<file path="src/design/rfvc_ram.sv">
// Generic single-port-write, single-port-read RAM with registered read data.
`timescale 1ns / 1ps
`default_nettype none
module rfvc_ram #(
	parameter int WIDTH = 8,
	parameter int DEPTH = 16
) (
	input  wire logic                     clk,
	input  wire logic                     we,
	input  wire logic [$clog2(DEPTH)-1:0] waddr,
	input  wire logic [WIDTH-1:0]         wdata,
	input  wire logic [$clog2(DEPTH)-1:0] raddr,
	output logic      [WIDTH-1:0]         rdata
);
	logic [WIDTH-1:0] mem [DEPTH];
	always_ff @(posedge clk) begin
		if (we) begin
			mem[waddr] <= wdata;
		end
		rdata <= mem[raddr];
	end
endmodule
`default_nettype wire

</file>
<file path="config.mk">
export PLATFORM = sky130hd
export DESIGN_NAME = rfvc_ram
export DESIGN_NICKNAME = d
export VERILOG_FILES = /design/src/design/rfvc_ram.sv
export SDC_FILE = /design/constraint.sdc
export NUM_CORES = 1
export LEC_CHECK = 0
export BUFFER_PORTS_ARGS = -buffer_cell sky130_fd_sc_hd__buf_2
export CAP_MARGIN = 10
export CORE_MARGIN = 2
export CORE_UTILIZATION = 48
export CTS_CLUSTER_SIZE = 40
export DETAILED_ROUTE_END_ITERATION = 7
export GPL_ROUTABILITY_DRIVEN = 0
export SLEW_MARGIN = 25
export SYNTH_ARGS = -nofsm -noshare
export SYNTH_HDL_FRONTEND = slang
export SYNTH_SLANG_ARGS = --single-unit
</file>
<file path="constraint.sdc">
create_clock -name clk -period 3.91 [get_ports clk]
set_input_delay 0.391 -clock clk [delete_from_list [all_inputs] [get_ports clk]]
set_output_delay 0.391 -clock clk [all_outputs]
set_load 0.1 [all_outputs]
</file>
==> impl_metrics.yaml, run 1 <==
status:
  status: "finished clean"
place:
  place_ws_ps: 1620
  portBuffers: 25
  dp.cells: 384
  hpwl_mm: 6.04
  placed_area_um2: 5400
global_route:
  grt_pass1_vias: 2444
  grt_max_degree: 33
  use_met1_pct: 27.3
  use_met2_pct: 28.4
  globalRouteTotalUtil_pct: 19.0
  grt-ovfl-total: 0
  grt_pass1_wl_mm: 14.9
  top_usage_layer: "met2"
  grt.met3_usage_pct: 5.87
  antenna_found_initial: 0
setup_path:
  path_cells: "buf_2 > buf_4 > mux4_1 > a22oi_1 > nand2_1"
  startpoint: "raddr[0]"
  slowest_delay_ps: 650
  r2r_slack_ps: 2500
  critPathArrivalTime_ps: 2150
  start_kind: "input pin"
  end_kind: "flop"
  cp_slowest_cell: "mux4_1"
  crit_fanout: 23
  reg2reg_depth: 3
  cp-endpoint: "rdata[5]$_DFF_P_"
  critPathKind: "input pin to flop"
  regToRegStartpoint: "mem[3][6]$_DFFE_PP_"
  required_ps: 4290
  rr_endpoint: "rdata[6]$_DFF_P_"
cts:
  clockRootBuffer: "clkbuf_8"
  cts_tree: "done"
  ctsResizeCount: 0
  insertion_delay_ps: 510
  clk_pin_slew_ps: 60
  cts.path.max_buffers: 2
  cts_setup_buffers: 0
  cts_hold_buf: 0
  clock-sinks: 136
  numCtsBuffers: 17
  h-tree-depth: 4
cells_and_area:
  final_area_um2: 5990
  area_growth_pct: 16.5
  drive_gt1_share_pct: 30.0
  nets: 285
  post_layout_nonfiller_instances: 416
  n_antenna_cell: 0
power_and_ir_drop:
  p_leak_uw: 0.00201
  clockPowerShare_pct: 45.5
  power_frac_comb_pct: 6.3
  vdd_drop_max_mv: 0.272
  p_sw_share_pct: 20.9
  p_sw_uw: 710
  internal_power_uw: 2690
  p_per_area_nw_per_um2: 568
  seqPwrFrac_pct: 48.2
sta:
  fin_ws_ps: 2140
  slew_violations: 0
  max_freq_mhz: 566
  setup_viol: 0
  skew_ps: 8.66
  rsz0062_at_grt: "no"
  fin_crit_ps: 1770
  hold_viol_final: 0
  tightest_slew_ps: 977
  slew_headroom_pct: 34.6
  finalCritPeriodShare_pct: 45.2
  fin_tns_setup_ps: 0
detailed_routing:
  wl_per_cell_um: 23.9
  vias: 2382
  vias_per_cell: 5.73
  wirelength_mm: 9.95
  drc: 0
  drtPass1Iterations: 5
  final_antenna_net_count: 0
  dr.first_iter.drc_count: 130
run:
  cap_violations: 0
hold_path:
  hp-start: "wdata[5]"
  min_path_type: "input pin to flop"
logic_synthesis:
  synth_common_cells: "128 x edfxtp_1, 18 x mux4_2, 16 x a22oi_1, 14 x mux4_1, 13 x nor2_1"
  synth.distinct_cells: 19
  synthTopCellsByArea: "edfxtp_1 75%, mux4_2 7.9%, mux4_1 7.1%"
  synth_most_common_cell: "edfxtp_1"
  synth_top_area_share_pct: 74.7
  synth-main-ff-cell: "edfxtp_1"
  async_reset_ff_share_pct: 0
  synth-edff-count: 128
  syn_area_um2: 5150
  syn-mean-instance-area_um2: 22.5
  yosysWarnings: 0
  syn-instance-count: 229
  synth_top_area_cell: "edfxtp_1"
  synth-seq-cells: 136
  yosysSeqAreaShare_pct: 77.8
  synth.net_count: 247
die:
  die_w_um: 108
  start_util_pct: 49.6
  die_y_um: 108
  core-area_um2: 10400
  io_pins: 26
  placementRows: 37
  dieArea_um2: 11600
==> flip-flops by register name, indices dropped and copies added, names as in the netlist <==
| signal | cells |
|---|---|
| mem | 128 |
| rdata | 8 |
==> critical path, delay by kind of cell <==
family | cells | cell delay, ps
simple gates | 1 | 100
compound gates | 1 | 240
buf+inv | 2 | 740
mux | 1 | 650
==> layout by cell type (no fill, tap or decap), types with 5 or more instances in the layout <==
cell type	n
clkbuf_8	7
mux4_1	14
buf_2	25
a22oi_1	16
dfxtp_1	8
nand2_1	9
mux4_2	18
nor2_1	9
clkinv_2	5
clkbuf_16	16
edfxtp_1	128
==> layer usage <==
layer,up-vias,part of all wire [%],wire (um)
met2,67,49,4850
met4,0,0.53,53
met3,4,4.2,418
met1,1258,47,4630
met5,-,0,0
li1,1053,-,-
==> logic make-up (layout without fill, tap and decap cells) <==
kind of cell	Yosys count	in the layout	synth area share [%]
buffers and inverters	10	61	1.68
AO/OA/AOI/OAI	16	16	2.33
multiplexers	32	32	15.0
AND/OR/NAND/NOR	35	35	3.18
flip-flops	136	136	77.8
==> power groups by stage <==
stage	Sequential [uW]	Combinational (uW)	Clock [uW]
after floorplan	1740	82.7	0
after global placement	1670	212	0
after detailed placement	1670	216	0
after CTS	1640	216	1570
after global routing	1640	227	1640
final	1640	213	1550
==> worst min-delay path by stage <==
| stage | slack, ps | depth (start not counted) | end |
|---|---|---|---|
| finish | 270 | 1 | mem[2][5]$_DFFE_PP_ |
| global route | 250 | 1 | mem[2][5]$_DFFE_PP_ |
| CTS | 250 | 1 | mem[2][5]$_DFFE_PP_ |
| detailed placement | 660 | 3 | rdata[6]$_DFF_P_ |
| global placement | 650 | 3 | rdata[2]$_DFF_P_ |
| floorplan | 490 | 0 | mem[0][0]$_DFFE_PP_ |
==> per-stage QoR <==
step | power, uW | hold WS, ps | utilization (%)
finish | 3400 | 272 | 57.8
floorplan | 1820 | 490 | -
global route | 3510 | 251 | 57.8
CTS | 3420 | 250 | 57.8
global placement | 1880 | 655 | 51.9
detailed placement | 1890 | 656 | 52.0
==> layout make-up <==
type,instances,area [um^2]
Multi-Input combinational cell,83,1070
Sequential cell,136,4000
Clock buffer,24,500
Fill cell,770,4380
Timing Repair Buffer,29,155
Clock inverter,8,92.6
Tap cell,136,170
Power figures use the tool's default switching activity.
==> run 2, diff against run 1 <==
==> constraint.sdc (replaced) <==
create_clock -name clk -period 1.65 [get_ports clk]
set_input_delay 0.165 -clock clk [delete_from_list [all_inputs] [get_ports clk]]
set_output_delay 0.165 -clock clk [all_outputs]
set_load 0.1 [all_outputs]
==> impl_metrics.yaml, run 2 (synthesized netlist as in run 1, its figures left out) <==
status:
  status: "finished clean"
cells_and_area:
  n_antenna_cell: 0
  biggestRegsByFlops: "mem x128, rdata x8"
  largest_register_ffs: 128
  area_growth_pct: 19.5
  nets: 310
  final_cell_mix: "128 x edfxtp_1, 26 x buf_4, 25 x buf_2, 18 x mux4_2"
  final_common_cell: "edfxtp_1"
  regMostFlops: "mem"
  drive_gt1_share_pct: 32.8
  post_layout_nonfiller_instances: 441
place:
  hpwl_mm: 6.13
  place_ws_ps: 18.8
  dp.cells: 409
  portBuffers: 25
sta:
  fin_ws_ps: 156
  fin_tns_setup_ps: 0
  skew_ps: 3.43
  slew_headroom_pct: 67.1
  hold_viol_final: 0
  tightest_slew_ps: 496
  max_freq_mhz: 669
  slew_violations: 0
  setup_viol: 0
  finalCritPeriodShare_pct: 90.6
  fin_crit_ps: 1490
  rsz0062_at_grt: "no"
detailed_routing:
  final_antenna_net_count: 0
  vias: 2490
  dr.first_iter.drc_count: 199
  vias_per_cell: 5.65
  wirelength_mm: 9.80
  wl_per_cell_um: 22.2
  drc: 0
  drtPass1Iterations: 4
setup_path:
  slowest_delay_ps: 440
  critPathArrivalTime_ps: 1330
  critPathKind: "flop to output port"
  start_kind: "flop"
  end_kind: "output port"
  path_delay_family: "buffers and inverters"
  cp.buffers_inverters: 1
  cp_slowest_cell: "buf_2"
  crit_fanout: 1
  path_cells: "buf_2"
  required_ps: 1480
cts:
  clock-sinks: 136
  clockRootBuffer: "clkbuf_8"
  insertion_delay_ps: 520
  cts_setup_buffers: 0
  cts_tree: "done"
  h-tree-depth: 4
  ctsResizeCount: 0
  clk_pin_slew_ps: 60
  cts_hold_buf: 0
  cts.path.max_buffers: 2
  numCtsBuffers: 17
global_route:
  grt_max_degree: 33
  grt_pass1_wl_mm: 15.1
  grt_pass1_vias: 2479
  globalRouteTotalUtil_pct: 19.0
  antenna_found_initial: 0
  grt-ovfl-total: 0
run:
  cap_violations: 0
power_and_ir_drop:
  p_per_area_nw_per_um2: 1270
  vdd_drop_max_mv: 0.634
  p_leak_uw: 0.00212
die:
  die_y_um: 108
  dieArea_um2: 11600
  core-area_um2: 10400
  start_util_pct: 49.6
  die_w_um: 108
  io_pins: 26
  placementRows: 37
hold_path:
  min_path_type: "input pin to flop"
## run 2: cell count changes in the layout (fill, tap and decap cells not counted), moves of 2 or more
| cell | previous run | this run |
|---|---|---|
| buf_12 | 0 | 3 |
| nor2_2 | 4 | 0 |
| nor2_1 | 9 | 13 |
| buf_4 | 4 | 26 |
| clkbuf_1 | 1 | 5 |
| clkinv_2 | 5 | 3 |
| clkbuf_8 | 7 | 3 |
## run 2: area by class of cell
cell class                 count  area, um^2
tap                          136         170
timing repair buffer          54         380
sequential                   136        4000
clock inverter                 8        72.6
clock buffer                  24         460
fill                         773        4220
multi-input combinational     83        1060
## run 2: path summary, 6_finish.rpt
| kind | slack (ps) | cells after the start | from | end |
|---|---|---|---|---|
| setup reg to reg | 260 | 3 | mem[1][1]$_DFFE_PP_ | rdata[1]$_DFF_P_ |
| setup / recovery | 160 | 1 | rdata[6]$_DFF_P_ | rdata[6] |
| hold / removal | 30 | 1 | wdata[7] | mem[12][7]$_DFFE_PP_ |
| hold reg to reg | 680 | 3 | mem[14][3]$_DFFE_PP_ | rdata[3]$_DFF_P_ |
## run 2: stage by stage
step                hold WS (ps)  cell area [um^2]  power (uW)  utilization, %
global route                25.6              6150        8010            59.3
global placement             553              5620        4490            54.2
finish                      27.4              6150        7780            59.3
CTS                         12.6              6150        7830            59.3
floorplan                    264              5150        4320               -
detailed placement           562              5620        4490            54.2
## run 2: power breakdown
part | leakage, uW | internal [uW] | total, uW | switching, uW
Combinational | 0.000639 | 167 | 533 | 366
Sequential | 0.00122 | 3860 | 3890 | 22.0
Clock | 0.000256 | 2060 | 3360 | 1300
Total | 0.00212 | 6090 | 7780 | 1690
## run 2: per-layer routing
layer	up-vias	global-route usage [%]	part of all wire (%)	wire length (um)
li1	1101	-	-	-
met1	1296	29.5	49	4810
met2	83	25.4	45	4410
met3	10	4.90	4.7	458
met4	0	8.52	1.2	116
met5	-	0	0	0
==> run 3, diff against run 2 <==
--- a/config.mk
+++ b/config.mk
@@ -5,6 +5,7 @@
 export SDC_FILE = /design/constraint.sdc
 export NUM_CORES = 1
 export LEC_CHECK = 0
+export ABC_AREA = 1
 export BUFFER_PORTS_ARGS = -buffer_cell sky130_fd_sc_hd__buf_2
 export CAP_MARGIN = 10
 export CORE_MARGIN = 2
==> impl_metrics.yaml, run 3 <==
setup_path:
  critPathKind: "flop to output port"
  end_kind: "output port"
  start_kind: "flop"
  path_delay_family: "buffers and inverters"
  cp_slowest_cell: "buf_2"
  slowest_delay_ps: 450
  crit_fanout: 1
  critPathArrivalTime_ps: 1250
  path_cells: "buf_2"
  cp.buffers_inverters: 1
  required_ps: 1480
logic_synthesis:
  synth_most_common_cell: "nand2_1"
  synth.distinct_cells: 12
  syn-instance-count: 551
  synth_top_area_cell: "edfxtp_1"
  async_reset_ff_share_pct: 0
  synth-edff-count: 128
  syn_area_um2: 5770
  synthTopCellsByArea: "edfxtp_1 67%, nand2_1 11%, nand3_1 8.4%"
  synth-seq-cells: 136
  yosysSeqAreaShare_pct: 69.4
  yosysWarnings: 0
  synth_common_cells: "173 x nand2_1, 128 x edfxtp_1, 100 x inv_1, 97 x nand3_1, 17 x nor2_1"
  synth_top_area_share_pct: 66.7
  synth-main-ff-cell: "edfxtp_1"
  syn-mean-instance-area_um2: 10.5
  synth.net_count: 569
place:
  portBuffers: 25
  hpwl_mm: 7.89
  dp.cells: 724
sta:
  setup_viol: 0
  slew_violations: 0
  max_freq_mhz: 704
  fin_tns_setup_ps: 0
  fin_crit_ps: 1420
  finalCritPeriodShare_pct: 86.0
  skew_ps: 7.50
  tightest_slew_ps: 496
  slew_headroom_pct: 67.2
  rsz0062_at_grt: "no"
  hold_viol_final: 0
cts:
  h-tree-depth: 4
  cts_hold_buf: 0
  cts_tree: "done"
  numCtsBuffers: 17
  cts.path.max_buffers: 2
  insertion_delay_ps: 420
  ctsResizeCount: 0
  cts_setup_buffers: 0
  clockRootBuffer: "clkbuf_16"
  clock-sinks: 136
  clk_pin_slew_ps: 50
power_and_ir_drop:
  p_sw_uw: 1820
  internal_power_uw: 6570
  p_sw_share_pct: 21.7
  p_per_area_nw_per_um2: 1240
  vdd_drop_max_mv: 0.701
  power_frac_comb_pct: 7.4
  clockPowerShare_pct: 46.2
  seqPwrFrac_pct: 46.4
  p_leak_uw: 0.00297
cells_and_area:
  post_layout_nonfiller_instances: 756
  biggestRegsByFlops: "mem x128, rdata x8"
  largest_register_ffs: 128
  final_cell_mix: "173 x nand2_1, 128 x edfxtp_1, 100 x inv_1, 97 x nand3_1, 25 x buf_2"
  area_growth_pct: 16.9
  final_util_pct: 56.8
  drive_gt1_share_pct: 13.6
  regMostFlops: "mem"
  n_antenna_cell: 0
  fill_cells: 1000
  final_common_cell: "nand2_1"
  nets: 614
run:
  cap_violations: 0
die:
  start_util_pct: 48.6
  die_w_um: 114
  die_y_um: 114
  io_pins: 26
  placementRows: 40
  core-area_um2: 11900
  dieArea_um2: 12900
detailed_routing:
  drtPass1Iterations: 5
  wirelength_mm: 12.2
  vias: 3767
  drc: 0
  vias_per_cell: 4.98
  dr.first_iter.drc_count: 220
  wl_per_cell_um: 16.1
  final_antenna_net_count: 0
hold_path:
  min_path_type: "input pin to flop"
status:
  status: "finished clean"
global_route:
  grt_pass1_vias: 3553
  grt_pass1_wl_mm: 19.3
  grt-ovfl-total: 0
  globalRouteTotalUtil_pct: 20.5
  grt_max_degree: 38
  antenna_found_initial: 0
-- run 3: cell count changes after synthesis, moves of 10 or more --
cell,delta
nand3_1,+96
mux4_1,-14
buf_2,+10
a22oi_1,-16
mux4_2,-18
nand2_1,+164
inv_1,+100
-- run 3: logic make-up after synthesis --
| family | synth area share [%] |
|---|---|
| buf+inv | 9.52 |
| flops | 69.4 |
| simple gates | 21.0 |
-- run 3: power by group through the flow --
| stage | logic [uW] | registers, uW | clock network (uW) |
|---|---|---|---|
| finish | 619 | 3890 | 3880 |
| global route | 680 | 3900 | 4070 |
| CTS | 626 | 3890 | 3930 |
| detailed placement | 621 | 3960 | 0 |
| global placement | 618 | 3960 | 0 |
| floorplan | 272 | 4120 | 0 |
-- run 3: path summary, 6_finish.rpt --
path / start / endpoint / slack, ps / depth (start not counted)
worst min-delay path: raddr[3] / rdata[7]$_DFF_P_ / 140 / 3
worst max register to register: mem[9][1]$_DFFE_PP_ / rdata[1]$_DFF_P_ / 680 / 6
worst min register to register: mem[2][6]$_DFFE_PP_ / rdata[6]$_DFF_P_ / 680 / 6
worst max-delay path: rdata[0]$_DFF_P_ / rdata[0] / 230 / 1
-- run 3: layout make-up --
cell class                 count  area [um^2]  share of cell area [%]
clock buffer                  23          498                    7.39
clock inverter                 9          120                    1.78
inverter                     102          383                    5.68
multi-input combinational    289         1210                    18.0
sequential                   136         4000                    59.4
tap                          147          184                    2.73
timing repair buffer          50          338                    5.01
-- run 3: through the flow --
stage                     hold WS, ps  area, um^2  total power [uW]  setup slack [ps]
final                             137        6740              8390               230
after CTS                         120        6740              8450               194
after global routing              146        6740              8650               211
after global placement            567        6120              4580               377
after floorplan                   264        5770              4390               534
after detailed placement          559        6120              4580               346
-- run 3: layer usage --
| metal | wire length (um) | GRT usage (%) |
|---|---|---|
| met1 | 5140 | 25.5 |
| met2 | 6270 | 35.2 |
| met3 | 589 | 5.47 |
| met4 | 156 | 6.42 |
| met5 | 0 | 0 |
